<file path="config.mk">
export PLATFORM = sky130hd
export DESIGN_NAME = c_escape_decoder
export DESIGN_NICKNAME = d
export VERILOG_FILES = /design/src/rtl/ced_pkg.sv /design/src/rtl/c_escape_decoder.sv /design/src/rtl/ced_decode.sv /design/src/rtl/ced_out_reg.sv
export SDC_FILE = /design/constraint.sdc
export NUM_CORES = 1
export LEC_CHECK = 0
export BUFFER_PORTS_ARGS = -buffer_cell sky130_fd_sc_hd__buf_2
export CAP_MARGIN = 0
export CORE_ASPECT_RATIO = 1.4
export CORE_MARGIN = 2
export CORE_UTILIZATION = 51
export CTS_CLUSTER_SIZE = 25
export DETAILED_ROUTE_END_ITERATION = 10
export PLACE_DENSITY = 0.75
export SYNTH_ARGS = -nofsm -noshare
export SYNTH_HDL_FRONTEND = slang
export SYNTH_SLANG_ARGS = --single-unit
</file>
<file path="constraint.sdc">
create_clock -name clk -period 2.39 [get_ports clk]
set_clock_uncertainty 0.1 [all_clocks]
set_input_delay 0.239 -clock clk [delete_from_list [all_inputs] [get_ports clk]]
set_output_delay 0.239 -clock clk [all_outputs]
set_load 0.03 [all_outputs]
</file>
<file path="src/rtl/ced_pkg.sv">
// ----------------------------------------------------------------------------
// ced_pkg: shared types and constants for the escape decoder
// Beat payloads, the decoder result bundle, the mode encoding and the
// escape letter map.
// ----------------------------------------------------------------------------
package ced_pkg;

    typedef struct packed {
        logic [7:0] in_byte;
        logic       end_of_string;
    } esc_beat_t;

    typedef struct packed {
        logic [7:0] out_byte;
        logic       last;
        logic       error;
    } dec_beat_t;

    typedef struct packed {
        logic      have;
        dec_beat_t beat;
    } dec_result_t;

    typedef enum logic [4:0] {
        MODE_IDLE    = 5'b00001,
        MODE_ESC     = 5'b00010,
        MODE_OCT1    = 5'b00100,
        MODE_OCT2    = 5'b01000,
        MODE_DISCARD = 5'b10000
    } mode_t;

    localparam logic [7:0] BACKSLASH   = 8'h5c;
    localparam logic [4:0] OCTAL_UPPER = 5'b00110;

    function automatic logic is_octal(input logic [7:0] b);
        is_octal = (b[7:3] == OCTAL_UPPER);
    endfunction

    function automatic logic [7:0] map_escaped(input logic [7:0] b);
        logic [7:0] code;
        begin
            case (b)
                8'h61:   code = 8'd7;
                8'h62:   code = 8'd8;
                8'h74:   code = 8'd9;
                8'h6e:   code = 8'd10;
                8'h76:   code = 8'd11;
                8'h66:   code = 8'd12;
                8'h72:   code = 8'd13;
                default: code = b;
            endcase
            map_escaped = code;
        end
    endfunction

endpackage

</file>
<file path="src/rtl/c_escape_decoder.sv">
// ----------------------------------------------------------------------------
// c_escape_decoder: C string escape decoder
// Decodes backslash escapes one byte per beat, with an error flag on the
// final result of a malformed string.
// ----------------------------------------------------------------------------
// One byte is taken per clock cycle while the input is not stalled. An
// accepted byte is held in the input register, and the escape state machine
// loads its result into the result register when the byte advances.
// Bytes that only open or extend an escape produce no result beat; the final
// byte of a string always produces exactly one beat with last set. Input
// stalls only while the input register holds a byte with a result and the
// result register is full and stalled.
module c_escape_decoder (
    input  logic               clk,
    input  logic               rst_n,
    input  logic               esc_valid,
    output logic               esc_stall,
    input  ced_pkg::esc_beat_t esc_data,
    output logic               dec_valid,
    input  logic               dec_stall,
    output ced_pkg::dec_beat_t dec_data
);
    import ced_pkg::*;

    logic        s1_valid_reg;
    logic        s1_valid_next;
    esc_beat_t   s1_item_reg;
    dec_result_t res;
    logic        out_free;
    logic        advance;
    logic        take;

    assign advance   = s1_valid_reg && (!res.have || out_free);
    assign esc_stall = s1_valid_reg && !advance;
    assign take      = esc_valid && !esc_stall;

    always_comb
    begin
        s1_valid_next = s1_valid_reg;
        if (take)
        begin
            s1_valid_next = 1'b1;
        end
        else if (advance)
        begin
            s1_valid_next = 1'b0;
        end
    end

    always_ff @(posedge clk or negedge rst_n)
    begin
        if (!rst_n)
        begin
            s1_valid_reg <= 1'b0;
        end
        else
        begin
            s1_valid_reg <= s1_valid_next;
        end
    end

    always_ff @(posedge clk)
    begin
        if (take)
        begin
            s1_item_reg <= esc_data;
        end
    end

    ced_decode u_decode (
        .clk   (clk),
        .rst_n (rst_n),
        .item  (s1_item_reg),
        .step  (advance),
        .res   (res)
    );

    ced_out_reg u_out (
        .clk       (clk),
        .rst_n     (rst_n),
        .load      (advance && res.have),
        .load_beat (res.beat),
        .free      (out_free),
        .dec_valid (dec_valid),
        .dec_stall (dec_stall),
        .dec_data  (dec_data)
    );

endmodule

</file>
<file path="src/rtl/ced_decode.sv">
// ----------------------------------------------------------------------------
// ced_decode: escape state machine
// Holds the mode and octal accumulator and forms the result for the beat
// presented on item; state advances when step is high.
// ----------------------------------------------------------------------------
module ced_decode (
    input  logic                 clk,
    input  logic                 rst_n,
    input  ced_pkg::esc_beat_t   item,
    input  logic                 step,
    output ced_pkg::dec_result_t res
);
    import ced_pkg::*;

    mode_t      mode_reg;
    mode_t      mode_next;
    logic [7:0] acc_reg;
    logic [7:0] acc_next;

    logic [7:0] b;
    logic [2:0] digit;
    logic       octal;
    logic       have;
    logic       fault;
    logic       err;
    logic [7:0] value;

    assign b     = item.in_byte;
    assign digit = b[2:0];
    assign octal = is_octal(b);

    always_comb
    begin
        mode_next = mode_reg;
        acc_next  = acc_reg;
        have      = 1'b0;
        fault     = 1'b0;
        value     = 8'd0;
        case (mode_reg)
            MODE_ESC:
            begin
                if (octal)
                begin
                    acc_next  = {digit[1:0], 6'd0};
                    mode_next = MODE_OCT1;
                end
                else
                begin
                    value     = map_escaped(b);
                    have      = 1'b1;
                    mode_next = MODE_IDLE;
                end
            end
            MODE_OCT1:
            begin
                if (octal)
                begin
                    acc_next  = acc_reg + {2'd0, digit, 3'd0};
                    mode_next = MODE_OCT2;
                end
                else
                begin
                    fault = 1'b1;
                end
            end
            MODE_OCT2:
            begin
                if (octal)
                begin
                    value     = acc_reg + {5'd0, digit};
                    have      = 1'b1;
                    acc_next  = 8'd0;
                    mode_next = MODE_IDLE;
                end
                else
                begin
                    fault = 1'b1;
                end
            end
            MODE_DISCARD:
            begin
                fault = 1'b1;
            end
            default:
            begin
                if (b == BACKSLASH)
                begin
                    mode_next = MODE_ESC;
                end
                else
                begin
                    value     = b;
                    have      = 1'b1;
                    mode_next = MODE_IDLE;
                end
            end
        endcase

        if (fault)
        begin
            mode_next = MODE_DISCARD;
            acc_next  = 8'd0;
        end
        if (item.end_of_string)
        begin
            mode_next = MODE_IDLE;
            acc_next  = 8'd0;
        end
    end

    assign err = fault || !have;

    always_comb
    begin
        res.have          = have || item.end_of_string;
        res.beat.out_byte = (item.end_of_string && err) ? 8'd0 : value;
        res.beat.last     = item.end_of_string;
        res.beat.error    = item.end_of_string && err;
    end

    always_ff @(posedge clk or negedge rst_n)
    begin
        if (!rst_n)
        begin
            mode_reg <= MODE_IDLE;
            acc_reg  <= 8'd0;
        end
        else if (step)
        begin
            mode_reg <= mode_next;
            acc_reg  <= acc_next;
        end
    end

endmodule

</file>
<file path="src/rtl/ced_out_reg.sv">
// ----------------------------------------------------------------------------
// ced_out_reg: result register
// Holds one decoded beat until the downstream side takes it.
// ----------------------------------------------------------------------------
module ced_out_reg (
    input  logic               clk,
    input  logic               rst_n,
    input  logic               load,
    input  ced_pkg::dec_beat_t load_beat,
    output logic               free,
    output logic               dec_valid,
    input  logic               dec_stall,
    output ced_pkg::dec_beat_t dec_data
);
    import ced_pkg::*;

    logic      valid_reg;
    logic      valid_next;
    dec_beat_t data_reg;

    assign free = !valid_reg || !dec_stall;

    always_comb
    begin
        valid_next = valid_reg;
        if (load)
        begin
            valid_next = 1'b1;
        end
        else if (!dec_stall)
        begin
            valid_next = 1'b0;
        end
    end

    always_ff @(posedge clk or negedge rst_n)
    begin
        if (!rst_n)
        begin
            valid_reg <= 1'b0;
        end
        else
        begin
            valid_reg <= valid_next;
        end
    end

    always_ff @(posedge clk)
    begin
        if (load)
        begin
            data_reg <= load_beat;
        end
    end

    assign dec_valid = valid_reg;
    assign dec_data  = data_reg;

endmodule

</file>
==> summary.txt <==
Setup path
  • CP Capture Type: output port
  • Crit path launch type: register
  • Slowest-stage cell, CP: dfstp_2
  • WP data arrival: 1.99 ns
  • Worst-path maximum fanout: 9
  • Worst path max stage delay: 0.42 ns
  • Setup CP Type: reg2out
  • Worst EP required: 2.05 ns
  • Critical-path cell list: or2_1 -> or3_4 -> a31o_4 -> nor3_4 -> nor2_1 -> buf_4

Pwr
  • Leak Pwr: 0.9877 nW
  • Design Power: 1.334 mW
  • P_int: 1.017 mW
  • Sw frac: 23.79%
  • Logic pwr share: 12.8%
  • Net Sw Power: 317.4 uW
  • Clk pwr share: 39.6%
  • PD cells: 571.0 nW/um^2
  • Sequential share of power: 47.6%
  • Max rail drop VDD: 0.4267 mV

Logic synthesis
  • Yosys cell types: 62
  • Post-synthesis sequential area ratio: 46.40%
  • Most used DFF post-synth: edfxtp_1
  • Async S/R FF share, synth: 38.71%
  • Synth area leader: edfxtp_1
  • Synth area leaders: edfxtp_1 30%, dfrtp_1 15%, nor2_1 2.6%, a21oi_1 2.4%, mux2i_1 2.1%
  • Cells after Synth: 171
  • Synth top area share: 30.36%
  • Synthesized area: 1879 um^2
  • Yosys Warn Count: 0
  • Mapped Nets: 188
  • Yosys reg bits: 31
  • Syn avg cell area: 10.99 um^2
  • EDFF count, synth: 19

Final layout
  • Area delta synth->final: 24.30%
  • Area occupied by registers: 872.1 um^2
  • Non-Filler Instances: 258
  • Max reg flops: 10
  • Layout fillers: 291
  • # nets final: 232
  • Area taken by multi-input logic gates: 969.7 um^2
  • Ant. Diodes: 0
  • Util after Layout: 65.28%
  • Fin area: 2336 um^2
  • Layout cells sized above 1: 35.65%

Clocking
  • Clock sinks: 31
  • CTS buffer count: 5
  • Latest clock arrival within the worst-skew pair: 0.29 ns
  • Max Buffers Root-to-Sink: 2
  • H-tree Lvls: 2
  • Clock transition at the registers of the reported paths: 0.06 ns
  • CTS root buffer: clkbuf_8
  • CTS tree: done

Global routing
  • Grt total ovfl: 0
  • Largest net degree at the start of global routing: 13
  • Global-route wire length before repair: 7376 um
  • Antenna violations before repair: 0
  • Number of global-route vias before repair: 1550
  • Total GRT Usage: 23.52%

Floorplan
  • Initial core utilization: 52.52%
  • Die width: 55.31 um
  • Die Ht: 75.83 um
  • Row Count: 26
  • Core Box Area: 3578 um^2
  • IO Count: 25
  • Die area: 4194 um^2

Timing
  • Tmin final: 2.329 ns
  • RSZ-0062 raised after global routing: yes
  • Fmax: 0.4294 GHz
  • Worst Max-Slew Pin Slew: 0.5733 ns
  • Slew headroom: 61.55%
  • Setup TNS: 0 ns
  • Worst hold slack: 0.02395 ns
  • Crit path setup slack, layout: 0.06132 ns
  • Max Transition Viols Final: 0
  • Final setup viols: 0
  • Final Cycle Share: 97.43%
  • Final hold violations: 0

Detailed routing
  • Vias: 1575
  • WL/cell: 17.37 um
  • 1st-iter DRT viols: 56
  • Initial DRT Pass Iterations: 4
  • Final WL: 4482 um
  • Vias per cell: 6.105
  • Antenna Nets Post-Route: 0
  • DR DRC count: 0

Placed design
  • Routability Congestion: 0.9643
  • Dpl cell area: 2142 um^2
  • Dpl cells: 246
  • Dpl ws: 0.04878 ns
  • DP Wirelength: 3477 um
  • Count of input and output buffers: 24

Run status
  • Status: finished clean

Hold path
  • Worst hold-check path type: in2reg

Flow run
  • # Max-Cap Violations: 0
repair_timing:
item | in CTS | in global routing
resized for setup | 2 | 7
setup buffers | 3 | 0
pin swaps | 2 | 3
hold buffers | 1 | 0
endpoints found under the hold margin | 12 | 0
setup endpoints to repair | 1 | 31
critical path, delay by kind of cell, from the launching register on:
family,cells,cell delay [ns]
flops,1,0.42
simple gates,4,0.87
compound gates,1,0.25
buf+inv,1,0.17
layout make-up:
| cell class | instances | share of cell area (%) |
|---|---|---|
| clock buffers | 6 | 3.535 |
| clock inverters | 2 | 1.500 |
| inverters | 7 | 1.125 |
| multi-input cells | 123 | 41.51 |
| flip-flops and latches | 31 | 37.33 |
| well taps | 42 | 2.250 |
| repair buffers | 47 | 12.75 |
final timing paths:
| kind | startpoint | endpoint | slack (ns) | cells past startpoint |
|---|---|---|---|---|
| hold reg to reg | u_out.dec_valid | u_out.dec_valid | 0.45 | 2 |
| setup / recovery | u_decode.mode_reg[0] | esc_stall | 0.06 | 6 |
| setup reg to reg | s1_item_reg[4] | u_decode.mode_reg[1] | 0.10 | 5 |
| max in group asynchronous | rst_n | u_decode.mode_reg[0] | 1.65 | 2 |
| hold / removal | esc_data[3] | s1_item_reg[3] | 0.02 | 1 |
| min in group asynchronous | rst_n | u_out.dec_valid | 0.26 | 2 |
metal layers:
metal / vias up / part of all wire (%) / GRT usage (%)
met1: 756 / 36 / 25.14
met3: 18 / 5.5 / 5.942
met4: 0 / 4.2 / 14.91
met2: 65 / 54 / 42.06
met5: - / 0 / 0
li1: 736 / - / -
cell usage after synthesis (all sizes together), types with 4 or more instances:
master	count
edfxtp	19
nor2	13
dfrtp	11
a21oi	10
nand2	9
nor3	8
inv	7
buf	6
mux2	5
a22o	4
clkbuf	4
mux2i	4
nor2b	4
o21ai	4
layout by cell type (no fill, tap or decap), drive strengths merged, types with 5 or more instances in the layout:
cell type	netlist	final
a21oi	10	10
buf	6	46
clkbuf	4	6
dfrtp	11	11
edfxtp	19	19
inv	7	7
mux2	5	5
nand2	9	9
nor2	13	13
nor3	8	8
power groups by stage:
stage / clock [mW] / combinational, mW / sequential [mW]
after floorplan: 0 / 0.0828 / 0.665
after global placement: 0 / 0.162 / 0.644
after detailed placement: 0 / 0.166 / 0.645
after CTS: 0.538 / 0.169 / 0.635
after global routing: 0.563 / 0.185 / 0.639
final: 0.528 / 0.171 / 0.636
logic make-up (layout without fill, tap and decap cells):
kind of cell | after synthesis | in the layout | synth area share [%]
mux | 9 | 9 | 5.526
simple gates | 62 | 62 | 19.84
fa+ha+maj | 4 | 4 | 3.063
flops | 31 | 31 | 46.40
compound gates | 45 | 45 | 19.24
buf+inv | 17 | 62 | 4.527
xor+xnor | 3 | 3 | 1.398
No activity file was read; power rests on OpenSTA's default activity.
